==> src/sva_pkg.sv <==
// Shared types and constants for the sound voice allocator.
// Used by sva_ctrl, sva_datapath and sound_voice_allocator; depends on nothing.
package sva_pkg;

  localparam int NUM_VOICES = 16;
  localparam int VOICE_W    = $clog2(NUM_VOICES);
  localparam int CNT_W      = $clog2(NUM_VOICES + 1);

  localparam int SAMPLE_W   = 16;
  localparam int GAIN_W     = 16;
  localparam int VOL_W      = 8;
  localparam int FRAME_W    = 32;
  localparam int PROD_W     = GAIN_W + VOL_W;

  // floor(p / 100) == (p * DIV100_MAGIC) >> DIV100_SHIFT for any 32-bit p
  localparam int          DIV100_SHIFT = 37;
  localparam logic [30:0] DIV100_MAGIC = 31'd1374389535;
  localparam int          MULT_W       = PROD_W + 31;
  localparam int          QUOT_W       = MULT_W - DIV100_SHIFT;

  localparam logic [VOL_W-1:0] REUSE_TOL_RESET = 8'd10;

  localparam logic OPC_PLAY  = 1'b0;
  localparam logic OPC_SWEEP = 1'b1;

  typedef enum logic [1:0] {
    ACT_DROP   = 2'd0,
    ACT_START  = 2'd1,
    ACT_ADJUST = 2'd2,
    ACT_STOP   = 2'd3
  } action_t;

  typedef enum logic [3:0] {
    OP_IDLE,
    OP_START,
    OP_SCAN_NEXT,
    OP_ADJUST,
    OP_TAKE,
    OP_LINK1,
    OP_LINK2,
    OP_ONESHOT,
    OP_KEEP,
    OP_UNLINK0,
    OP_UNLINK1,
    OP_UNLINK2,
    OP_PEND
  } dp_op_t;

  typedef enum logic [3:0] {
    ST_IDLE,
    ST_DISPATCH,
    ST_SCAN,
    ST_TAKE,
    ST_LINK1,
    ST_LINK2,
    ST_ONESHOT,
    ST_EMIT_DROP,
    ST_EMIT_START,
    ST_EMIT_ADJ,
    ST_WALK,
    ST_UNLINK1,
    ST_UNLINK2,
    ST_PEND,
    ST_FINAL
  } state_t;

  typedef struct packed {
    dp_op_t  op;
    logic    rd_ring;   // link read port addresses the ring head, else cur
    logic    emit;
    action_t action;
    logic    last;
  } sva_cmd_t;

  typedef struct packed {
    logic op_sweep;
    logic loops;
    logic cnt_zero;
    logic match;
    logic stale;
    logic ring_single;
    logic pend_valid;
    logic out_free;
  } sva_status_t;

endpackage

==> src/sva_ctrl.sv <==
// Controller state machine of the voice allocator.
// Depends on sva_pkg; drives sva_datapath through sva_cmd_t.
module sva_ctrl
  import sva_pkg::*;
(
  input  logic        clk,
  input  logic        rst,
  input  logic        in_valid,
  output logic        in_ready,
  input  sva_status_t status,
  output sva_cmd_t    cmd
);

  state_t state;
  state_t state_next;

  always_ff @(posedge clk) begin
    if (rst) begin
      state <= ST_IDLE;
    end else begin
      state <= state_next;
    end
  end

  always_comb begin
    state_next  = state;
    cmd.op      = OP_IDLE;
    cmd.rd_ring = 1'b0;
    cmd.emit    = 1'b0;
    cmd.action  = ACT_DROP;
    cmd.last    = 1'b0;
    in_ready    = 1'b0;
    case (state)
      ST_IDLE: begin
        in_ready = !rst;
        if (in_valid && !rst) begin
          cmd.op     = OP_START;
          state_next = ST_DISPATCH;
        end
      end
      ST_DISPATCH: begin
        if (status.op_sweep) begin
          state_next = ST_WALK;
        end else if (status.loops) begin
          state_next = ST_SCAN;
        end else begin
          state_next = ST_TAKE;
        end
      end
      ST_SCAN: begin
        if (status.cnt_zero) begin
          state_next = ST_TAKE;
        end else if (status.match) begin
          cmd.op     = OP_ADJUST;
          state_next = ST_EMIT_ADJ;
        end else begin
          cmd.op = OP_SCAN_NEXT;
        end
      end
      ST_TAKE: begin
        cmd.rd_ring = 1'b1;
        cmd.op      = OP_TAKE;
        if (status.ring_single) begin
          state_next = ST_EMIT_DROP;
        end else if (status.loops) begin
          state_next = ST_LINK1;
        end else begin
          state_next = ST_ONESHOT;
        end
      end
      ST_LINK1: begin
        cmd.op     = OP_LINK1;
        state_next = ST_LINK2;
      end
      ST_LINK2: begin
        cmd.op     = OP_LINK2;
        state_next = ST_EMIT_START;
      end
      ST_ONESHOT: begin
        cmd.op     = OP_ONESHOT;
        state_next = ST_EMIT_START;
      end
      ST_EMIT_DROP: begin
        if (status.out_free) begin
          cmd.emit   = 1'b1;
          cmd.action = ACT_DROP;
          cmd.last   = 1'b1;
          state_next = ST_IDLE;
        end
      end
      ST_EMIT_START: begin
        if (status.out_free) begin
          cmd.emit   = 1'b1;
          cmd.action = ACT_START;
          cmd.last   = 1'b1;
          state_next = ST_IDLE;
        end
      end
      ST_EMIT_ADJ: begin
        if (status.out_free) begin
          cmd.emit   = 1'b1;
          cmd.action = ACT_ADJUST;
          cmd.last   = 1'b1;
          state_next = ST_IDLE;
        end
      end
      ST_WALK: begin
        if (status.cnt_zero) begin
          state_next = ST_FINAL;
        end else if (status.stale) begin
          cmd.op     = OP_UNLINK0;
          state_next = ST_UNLINK1;
        end else begin
          cmd.op = OP_KEEP;
        end
      end
      ST_UNLINK1: begin
        cmd.rd_ring = 1'b1;
        cmd.op      = OP_UNLINK1;
        state_next  = ST_UNLINK2;
      end
      ST_UNLINK2: begin
        cmd.op     = OP_UNLINK2;
        state_next = ST_PEND;
      end
      ST_PEND: begin
        // hold the newest stop back so the final one can carry last
        if (!status.pend_valid) begin
          cmd.op     = OP_PEND;
          state_next = ST_WALK;
        end else if (status.out_free) begin
          cmd.op     = OP_PEND;
          cmd.emit   = 1'b1;
          cmd.action = ACT_STOP;
          state_next = ST_WALK;
        end
      end
      ST_FINAL: begin
        if (!status.pend_valid) begin
          state_next = ST_IDLE;
        end else if (status.out_free) begin
          cmd.emit   = 1'b1;
          cmd.action = ACT_STOP;
          cmd.last   = 1'b1;
          state_next = ST_IDLE;
        end
      end
      default: begin
        state_next = ST_IDLE;
      end
    endcase
  end

endmodule

==> src/sva_datapath.sv <==
// Datapath of the voice allocator: link table, voice records, gain unit,
// list pointers and the output register. Depends on sva_pkg.
module sva_datapath
  import sva_pkg::*;
(
  input  logic                clk,
  input  logic                rst,
  input  sva_cmd_t            cmd,
  output sva_status_t         status,
  input  logic                cfg_wr_en,
  input  logic [VOL_W-1:0]    cfg_wr_data,
  input  logic                opcode,
  input  logic [SAMPLE_W-1:0] sample_id,
  input  logic                sample_loops,
  input  logic [GAIN_W-1:0]   sample_gain,
  input  logic [VOL_W-1:0]    volume,
  input  logic [FRAME_W-1:0]  frame_count,
  output logic                out_valid,
  input  logic                out_ready,
  output logic [1:0]          action,
  output logic [VOICE_W-1:0]  voice,
  output logic [SAMPLE_W-1:0] out_sample_id,
  output logic                out_loop,
  output logic [GAIN_W-1:0]   gain,
  output logic                last
);

  logic [VOICE_W-1:0]  next_link    [NUM_VOICES];
  logic [SAMPLE_W-1:0] voice_sample [NUM_VOICES];
  logic [VOL_W-1:0]    voice_volume [NUM_VOICES];
  logic [FRAME_W-1:0]  voice_stamp  [NUM_VOICES];

  logic [VOL_W-1:0]    thr;
  logic [VOICE_W-1:0]  ring_head;
  logic [VOICE_W-1:0]  loop_head;
  logic [CNT_W-1:0]    loop_count;
  logic                pend_valid;

  logic                op_r;
  logic                lp_r;
  logic [SAMPLE_W-1:0] sid_r;
  logic [VOL_W-1:0]    vol_r;
  logic [FRAME_W-1:0]  frame_r;
  logic [PROD_W-1:0]   prod;
  logic [MULT_W-1:0]   mult;
  logic [VOICE_W-1:0]  cur;
  logic [VOICE_W-1:0]  prev;
  logic                has_prev;
  logic [VOICE_W-1:0]  nxt_r;
  logic [CNT_W-1:0]    cnt;
  logic [VOICE_W-1:0]  pend_voice;
  logic [SAMPLE_W-1:0] pend_sample;

  logic [VOICE_W-1:0]  rd_addr;
  logic [VOICE_W-1:0]  rd_link;
  logic [SAMPLE_W-1:0] cur_sample;
  logic [VOL_W-1:0]    cur_vol;
  logic [FRAME_W-1:0]  age;
  logic [VOL_W-1:0]    vol_diff;
  logic [QUOT_W-1:0]   quot;
  logic [GAIN_W-1:0]   gain_sat;

  logic                link_we;
  logic [VOICE_W-1:0]  link_waddr;
  logic [VOICE_W-1:0]  link_wdata;
  logic                info_we;
  logic                sample_we;

  // single read port on each table
  assign rd_addr    = cmd.rd_ring ? ring_head : cur;
  assign rd_link    = next_link[rd_addr];
  assign cur_sample = voice_sample[cur];
  assign cur_vol    = voice_volume[cur];
  assign age        = frame_r - voice_stamp[cur];
  assign vol_diff   = (cur_vol > vol_r) ? (cur_vol - vol_r) : (vol_r - cur_vol);

  // gain = floor(sample_gain * volume / 100), clipped to the Q4.12 range
  assign quot     = mult[MULT_W-1:DIV100_SHIFT];
  assign gain_sat = (|quot[QUOT_W-1:GAIN_W]) ? {GAIN_W{1'b1}} : quot[GAIN_W-1:0];

  assign status.op_sweep    = (op_r == OPC_SWEEP);
  assign status.loops       = lp_r;
  assign status.cnt_zero    = (cnt == '0);
  assign status.match       = (cur_sample == sid_r) && (vol_diff < thr);
  assign status.stale       = (age > FRAME_W'(1));
  assign status.ring_single = (rd_link == ring_head);
  assign status.pend_valid  = pend_valid;
  assign status.out_free    = !out_valid || out_ready;

  always_comb begin
    link_we    = 1'b0;
    link_waddr = cur;
    link_wdata = rd_link;
    info_we    = 1'b0;
    sample_we  = 1'b0;
    case (cmd.op)
      OP_LINK1: begin
        link_we    = 1'b1;
        link_waddr = ring_head;
      end
      OP_LINK2: begin
        link_we    = 1'b1;
        link_wdata = loop_head;
        info_we    = 1'b1;
        sample_we  = 1'b1;
      end
      OP_ONESHOT: begin
        info_we   = 1'b1;
        sample_we = 1'b1;
      end
      OP_ADJUST: begin
        info_we = 1'b1;
      end
      OP_UNLINK0: begin
        link_we    = has_prev;
        link_waddr = prev;
      end
      OP_UNLINK1: begin
        link_we = 1'b1;
      end
      OP_UNLINK2: begin
        link_we    = 1'b1;
        link_waddr = ring_head;
        link_wdata = cur;
      end
      default: begin
        link_we = 1'b0;
      end
    endcase
  end

  always_ff @(posedge clk) begin
    if (rst) begin
      for (int i = 0; i < NUM_VOICES; i++) begin
        next_link[i]    <= VOICE_W'((i + 1) % NUM_VOICES);
        voice_volume[i] <= '0;
        voice_stamp[i]  <= '0;
      end
    end else begin
      if (link_we) begin
        next_link[link_waddr] <= link_wdata;
      end
      if (info_we) begin
        voice_volume[cur] <= vol_r;
        voice_stamp[cur]  <= frame_r;
      end
    end
  end

  always_ff @(posedge clk) begin
    if (sample_we) begin
      voice_sample[cur] <= sid_r;
    end
  end

  // list pointers and configuration
  always_ff @(posedge clk) begin
    if (rst) begin
      thr        <= REUSE_TOL_RESET;
      ring_head  <= '0;
      loop_head  <= '0;
      loop_count <= '0;
      pend_valid <= 1'b0;
    end else begin
      if (cfg_wr_en) begin
        thr <= cfg_wr_data;
      end
      case (cmd.op)
        OP_START: begin
          pend_valid <= 1'b0;
        end
        OP_LINK2: begin
          loop_head  <= cur;
          loop_count <= loop_count + CNT_W'(1);
        end
        OP_ONESHOT: begin
          ring_head <= cur;
        end
        OP_UNLINK0: begin
          if (!has_prev) begin
            loop_head <= rd_link;
          end
        end
        OP_UNLINK2: begin
          loop_count <= loop_count - CNT_W'(1);
        end
        OP_PEND: begin
          pend_valid <= 1'b1;
        end
        default: begin
          pend_valid <= pend_valid;
        end
      endcase
    end
  end

  // request word, walk cursor and gain pipeline
  always_ff @(posedge clk) begin
    mult <= prod * DIV100_MAGIC;
    case (cmd.op)
      OP_START: begin
        op_r     <= opcode;
        lp_r     <= sample_loops;
        sid_r    <= sample_id;
        vol_r    <= volume;
        frame_r  <= frame_count;
        prod     <= sample_gain * volume;
        cur      <= loop_head;
        cnt      <= loop_count;
        has_prev <= 1'b0;
      end
      OP_SCAN_NEXT: begin
        cur <= rd_link;
        cnt <= cnt - CNT_W'(1);
      end
      OP_TAKE: begin
        cur <= rd_link;
      end
      OP_KEEP: begin
        prev     <= cur;
        has_prev <= 1'b1;
        cur      <= rd_link;
        cnt      <= cnt - CNT_W'(1);
      end
      OP_UNLINK0: begin
        nxt_r <= rd_link;
      end
      OP_PEND: begin
        pend_voice  <= cur;
        pend_sample <= cur_sample;
        cur         <= nxt_r;
        cnt         <= cnt - CNT_W'(1);
      end
      default: begin
        cur <= cur;
      end
    endcase
  end

  // output register
  always_ff @(posedge clk) begin
    if (rst) begin
      out_valid <= 1'b0;
    end else if (cmd.emit) begin
      out_valid <= 1'b1;
    end else if (out_ready) begin
      out_valid <= 1'b0;
    end
  end

  always_ff @(posedge clk) begin
    if (cmd.emit) begin
      action <= cmd.action;
      last   <= cmd.last;
      case (cmd.action)
        ACT_START: begin
          voice         <= cur;
          out_sample_id <= sid_r;
          out_loop      <= lp_r;
          gain          <= gain_sat;
        end
        ACT_ADJUST: begin
          voice         <= cur;
          out_sample_id <= sid_r;
          out_loop      <= 1'b1;
          gain          <= gain_sat;
        end
        ACT_STOP: begin
          voice         <= pend_voice;
          out_sample_id <= pend_sample;
          out_loop      <= 1'b1;
          gain          <= '0;
        end
        default: begin
          voice         <= '0;
          out_sample_id <= '0;
          out_loop      <= 1'b0;
          gain          <= '0;
        end
      endcase
    end
  end

endmodule

==> src/sound_voice_allocator.sv <==
// Top level of the sound voice allocator.
// Depends on sva_pkg, sva_ctrl and sva_datapath.
//
// Usage: a request word (opcode, sample_id, sample_loops, sample_gain, volume,
// frame_count) enters on in_valid/in_ready. A play request yields exactly one
// result word: start, adjust gain of a reused looping voice, or dropped when
// the free ring is down to one voice. A frame-update request yields one stop
// word per stale looping voice, or none at all. The final word of a request
// carries last. Result words leave on out_valid/out_ready from an output
// register; a stalled receiver holds the block in its emit step.
// Steps: a looping play first walks the looping list for a reuse match; a
// play without one then takes the voice after the ring head, or is dropped
// when the ring holds one voice. A sweep walks the looping list, relinks each
// stale voice after the ring head and emits its stop word. The walk is set by
// the single link read port, one hop per cycle while no word waits on a
// stalled receiver; a stale voice also takes link rewrites.
// in_ready is high only while out of reset and no request is in work.
// Reset: all voices sit in one ring headed by voice 0, the looping list is
// empty, stamps and volumes are zero and the reuse tolerance returns to 10;
// write it through cfg_wr_en/cfg_wr_data while idle.
module sound_voice_allocator
  import sva_pkg::*;
(
  input  logic                clk,
  input  logic                rst,
  input  logic                cfg_wr_en,
  input  logic [VOL_W-1:0]    cfg_wr_data,
  input  logic                in_valid,
  output logic                in_ready,
  input  logic                opcode,
  input  logic [SAMPLE_W-1:0] sample_id,
  input  logic                sample_loops,
  input  logic [GAIN_W-1:0]   sample_gain,
  input  logic [VOL_W-1:0]    volume,
  input  logic [FRAME_W-1:0]  frame_count,
  output logic                out_valid,
  input  logic                out_ready,
  output logic [1:0]          action,
  output logic [VOICE_W-1:0]  voice,
  output logic [SAMPLE_W-1:0] out_sample_id,
  output logic                out_loop,
  output logic [GAIN_W-1:0]   gain,
  output logic                last
);

  sva_cmd_t    cmd;
  sva_status_t status;

  // sequence the walk: one list hop or link rewrite per cycle unless stalled
  sva_ctrl u_ctrl (
    .clk      (clk),
    .rst      (rst),
    .in_valid (in_valid),
    .in_ready (in_ready),
    .status   (status),
    .cmd      (cmd)
  );

  // tables, pointers, gain unit and the output word register
  sva_datapath u_datapath (
    .clk           (clk),
    .rst           (rst),
    .cmd           (cmd),
    .status        (status),
    .cfg_wr_en     (cfg_wr_en),
    .cfg_wr_data   (cfg_wr_data),
    .opcode        (opcode),
    .sample_id     (sample_id),
    .sample_loops  (sample_loops),
    .sample_gain   (sample_gain),
    .volume        (volume),
    .frame_count   (frame_count),
    .out_valid     (out_valid),
    .out_ready     (out_ready),
    .action        (action),
    .voice         (voice),
    .out_sample_id (out_sample_id),
    .out_loop      (out_loop),
    .gain          (gain),
    .last          (last)
  );

endmodule

==> config.mk <==
export PLATFORM = sky130hd
export DESIGN_NAME = sound_voice_allocator
export DESIGN_NICKNAME = d
export VERILOG_FILES = /design/src/sva_pkg.sv /design/src/sva_ctrl.sv /design/src/sva_datapath.sv /design/src/sound_voice_allocator.sv
export SDC_FILE = /design/constraint.sdc
export NUM_CORES = 2
export LEC_CHECK = 0
export BUFFER_PORTS_ARGS = -buffer_cell sky130_fd_sc_hd__clkbuf_2
export CAP_MARGIN = 30
export CORE_MARGIN = 1.5
export CORE_UTILIZATION = 58
export CTS_BUF_LIST = sky130_fd_sc_hd__clkbuf_16
export DETAILED_ROUTE_END_ITERATION = 12
export PLACE_DENSITY = 0.83
export SYNTH_ARGS = -nofsm -noshare
export SYNTH_HDL_FRONTEND = slang
export SYNTH_SLANG_ARGS = --single-unit
==> constraint.sdc <==
create_clock -name clk -period 9.7 [get_ports clk]
set_input_delay 0.485 -clock clk [delete_from_list [all_inputs] [get_ports clk]]
set_output_delay 0.485 -clock clk [all_outputs]
set_load 0.01 [all_outputs]
==> key figures <==
Run status
  – Status: finished, final reports clean

Floorplanning
  – Die H: 343 um
  – Die area: 118000 um2
  – Initial core utilization: 0.586
  – Core area: 115000 um2
  – # rows: 124
  – Number of top-level pins: 129
  – Die W: 343 um

Timing
  – RSZ-0062 raised after global routing: false
  – Final setup vio count: 0
  – Final hold vios: 0
  – Fmax achieved: 115 MHz
  – Min Tclk post-route: 8.70 ns
  – Max-slew headroom: 0.256
  – Crit share post-route: 0.897
  – Max-slew violation count: 0
  – Final WS setup: 0.998 ns
  – Worst Hold Margin: 0.201 ns
  – Post-Route Skew: 0.0703 ns
  – Worst Tran Pin Value: 1.09 ns

Worst setup path
  – Worst setup EP type: flop
  – Buf/Inv on CP: 3
  – Most used cell, CP: o21a_1
  – WS Path Type: flop to flop
  – CP arrival: 9.05 ns
  – Worst-path fanout max: 61
  – Family with the most delay on the worst path: compound AO/OA/AOI/OAI gates
  – Slowest stage delay, CP: 0.99 ns
  – CP max stage cell: dfxtp_4
  – Startpoint class of the critical path: flop
  – Worst path required time: 10.04 ns
  – Crit-path cells: buf_4, mux4_2, mux4_2, ha_1, inv_1, o21bai_1, a21oi_1, nor2b_1, o22a_1, mux2_2, ha_1, a21boi_0, o21a_1, o21a_1, o21a_1, o21a_1, o211ai_1, nor4b_1, o2111ai_1, a21oi_1, nand3_2, o21ai_4, buf_4

Yosys
  – Syn Inst Count: 4910
  – Post-synth net total: 5704
  – Cell Area, Synth: 67200 um2
  – Post-synthesis sequential area ratio: 0.515
  – Fraction of registers with async set/reset: 0
  – Main area contributors after synthesis: edfxtp_1 (50%), fa_1 (10%), mux4_2 (9.6%)
  – Yosys reg bits: 1169
  – Synth unique cells: 95
  – Post-synth top area cell: edfxtp_1
  – Top cell type's share of synthesized area: 0.500
  – Avg Cell Area, Syn: 13.7 um2
  – Warning count from the yosys run: 0
  – Post-synth top cells: edfxtp_1 (1120), inv_1 (551), and2_1 (546), ha_1 (367), fa_1 (340)
  – Post-synth EDFFs: 1120
  – Primary FF master, synth: edfxtp_1
  – Most frequent cell after synthesis: edfxtp_1

Route
  – DRT iter0 DRCs: 4944
  – Antenna viol nets, final: 0
  – Vias per cell: 6.33
  – Routed length per instance: 25.7 um
  – Total detailed-routing wirelength: 171 mm
  – Pre-antenna DRT Iters: 8
  – DRC Markers: 0
  – Vias: 42100

Clocking
  – Clock root buffer: clkbuf_16
  – CTS Buf Count: 117
  – Htree depth: 3
  – CTS tree: yes
  – CTS resizes: 0
  – Worst-path clk slew: 0.06 ns
  – Num Clock Sinks: 1169
  – Worst skew pair latency: 0.75 ns
  – Clock Path Buffers: 3

Global routing
  – Initial antenna violation count: 15
  – Largest net degree at the start of global routing: 88
  – First-pass GRT wire length: 259 mm
  – Vias in the first global route: 42900
  – GRT Residual Overflow: 0
  – GR Util All Layers: 0.294

Min path
  – HP Start: cfg_wr_en
  – Hold Crit Class: input pin to flop

Cells and area
  – Share of layout cells above drive strength 1: 0.156
  – Final nets: 5832
  – Area grow syn2layout: 10.6%

Placed design
  – Final weighted congestion in routability-driven placement: 0.949
  – Pre-CTS WS: 1.16 ns
  – Post-DP HPWL: 116 mm
  – Port Buf Inserts: 128

Flow run
  – Max-capacitance violation count: 0
-- registers in the layout, summed over array words and instances, names as in the netlist, 5 cells and up, named ones only --
name                      count
u_datapath.gain              16
u_datapath.mult              18
u_datapath.sid_r             16
u_datapath.voice_stamp      512
u_datapath.voice_volume     128
u_datapath.next_link         64
u_datapath.prod              24
u_datapath.voice_sample     256
u_datapath.loop_count         5
u_datapath.thr                8
u_datapath.pend_sample       16
u_datapath.out_sample_id     16
u_datapath.frame_r           32
u_datapath.cnt                5
u_datapath.vol_r              8
-- layer usage --
layer / vias up / routed length (um) / GRT usage
met2: 2518 / 79900 / 0.459
li1: 17900 / - / -
met4: 18 / 5090 / 0.0872
met1: 21300 / 65400 / 0.409
met3: 421 / 20700 / 0.0758
met5: - / 121 / 0
-- worst reg2reg max path, delay by kind of cell (launching register included) --
family / cells / cell delay, ns
AO/OA/AOI/OAI: 12 / 3.09
adder cells (fa/ha/maj): 2 / 0.62
buffers and inverters: 3 / 1.29
flip-flops: 1 / 0.99
multiplexers: 3 / 1.37
AND/OR/NAND/NOR: 3 / 0.96
-- placed cells by master (no fill, tap or decap), types with 50 or more instances in the layout --
cell	count
buf_4	89
edfxtp_1	1120
fa_1	340
and2_1	546
mux2i_1	50
mux4_2	287
xnor2_1	52
clkbuf_2	128
dlygate4sd3_1	58
nand3_1	65
a21oi_1	121
nor2_1	127
ha_1	367
clkbuf_16	117
nor3_1	214
inv_1	573
nand2_1	157
o21ai_0	75
-- metrics by stage --
step                      TNS [ns]  instance area [um2]   util  cells
after CTS                        0                74300  0.648   6653
final                            0                74300  0.648   6655
after detailed placement         0                69800  0.609   6373
after global placement           0                69700  0.608   6365
after floorplan            -551.77                67200      -   4910
after global routing             0                74300  0.648   6653
-- cell type report --
class                      count  area, um2
clock buffer                 117       2930
inverter                     564       2120
sequential                  1169      34600
timing repair buffer         284       2060
multi-input combinational   2902      29700
clock inverter               105        983
antenna                        2       5.00
fill                        7741      40300
tap                         1512       1890
-- what timing repair did --
action | CTS | global route
endpoints found under the hold margin | 58 | 0
endpoints found under the setup margin | 0 | 0
hold buffers | 58 | 0
setup buffers | 0 | 0
-- kinds of logic (layout without fill, tap and decap cells) --
family	count (synthesis)	count (layout)	synth area share
other cells	0	2	0
compound gates	490	490	0.0498
fa+ha+maj	707	707	0.170
xor+xnor	71	71	0.00925
mux	344	344	0.105
simple gates	1290	1290	0.104
flops	1169	1169	0.515
buf+inv	839	1070	0.0476
-- final timing paths --
check / end / slack (ns) / cells past startpoint
setup reg to reg: u_datapath.voice_stamp[6][6] / 1.0 / 23
hold reg to reg: u_datapath.prev[1] / 0.47 / 0
hold / removal: u_datapath.thr[3] / 0.20 / 3
setup / recovery: u_datapath.voice_stamp[6][6] / 1.0 / 23
Power is left out: the tool's default activity adds up to more than one toggle a clock period on the data nets, which glitch-free logic cannot reach.
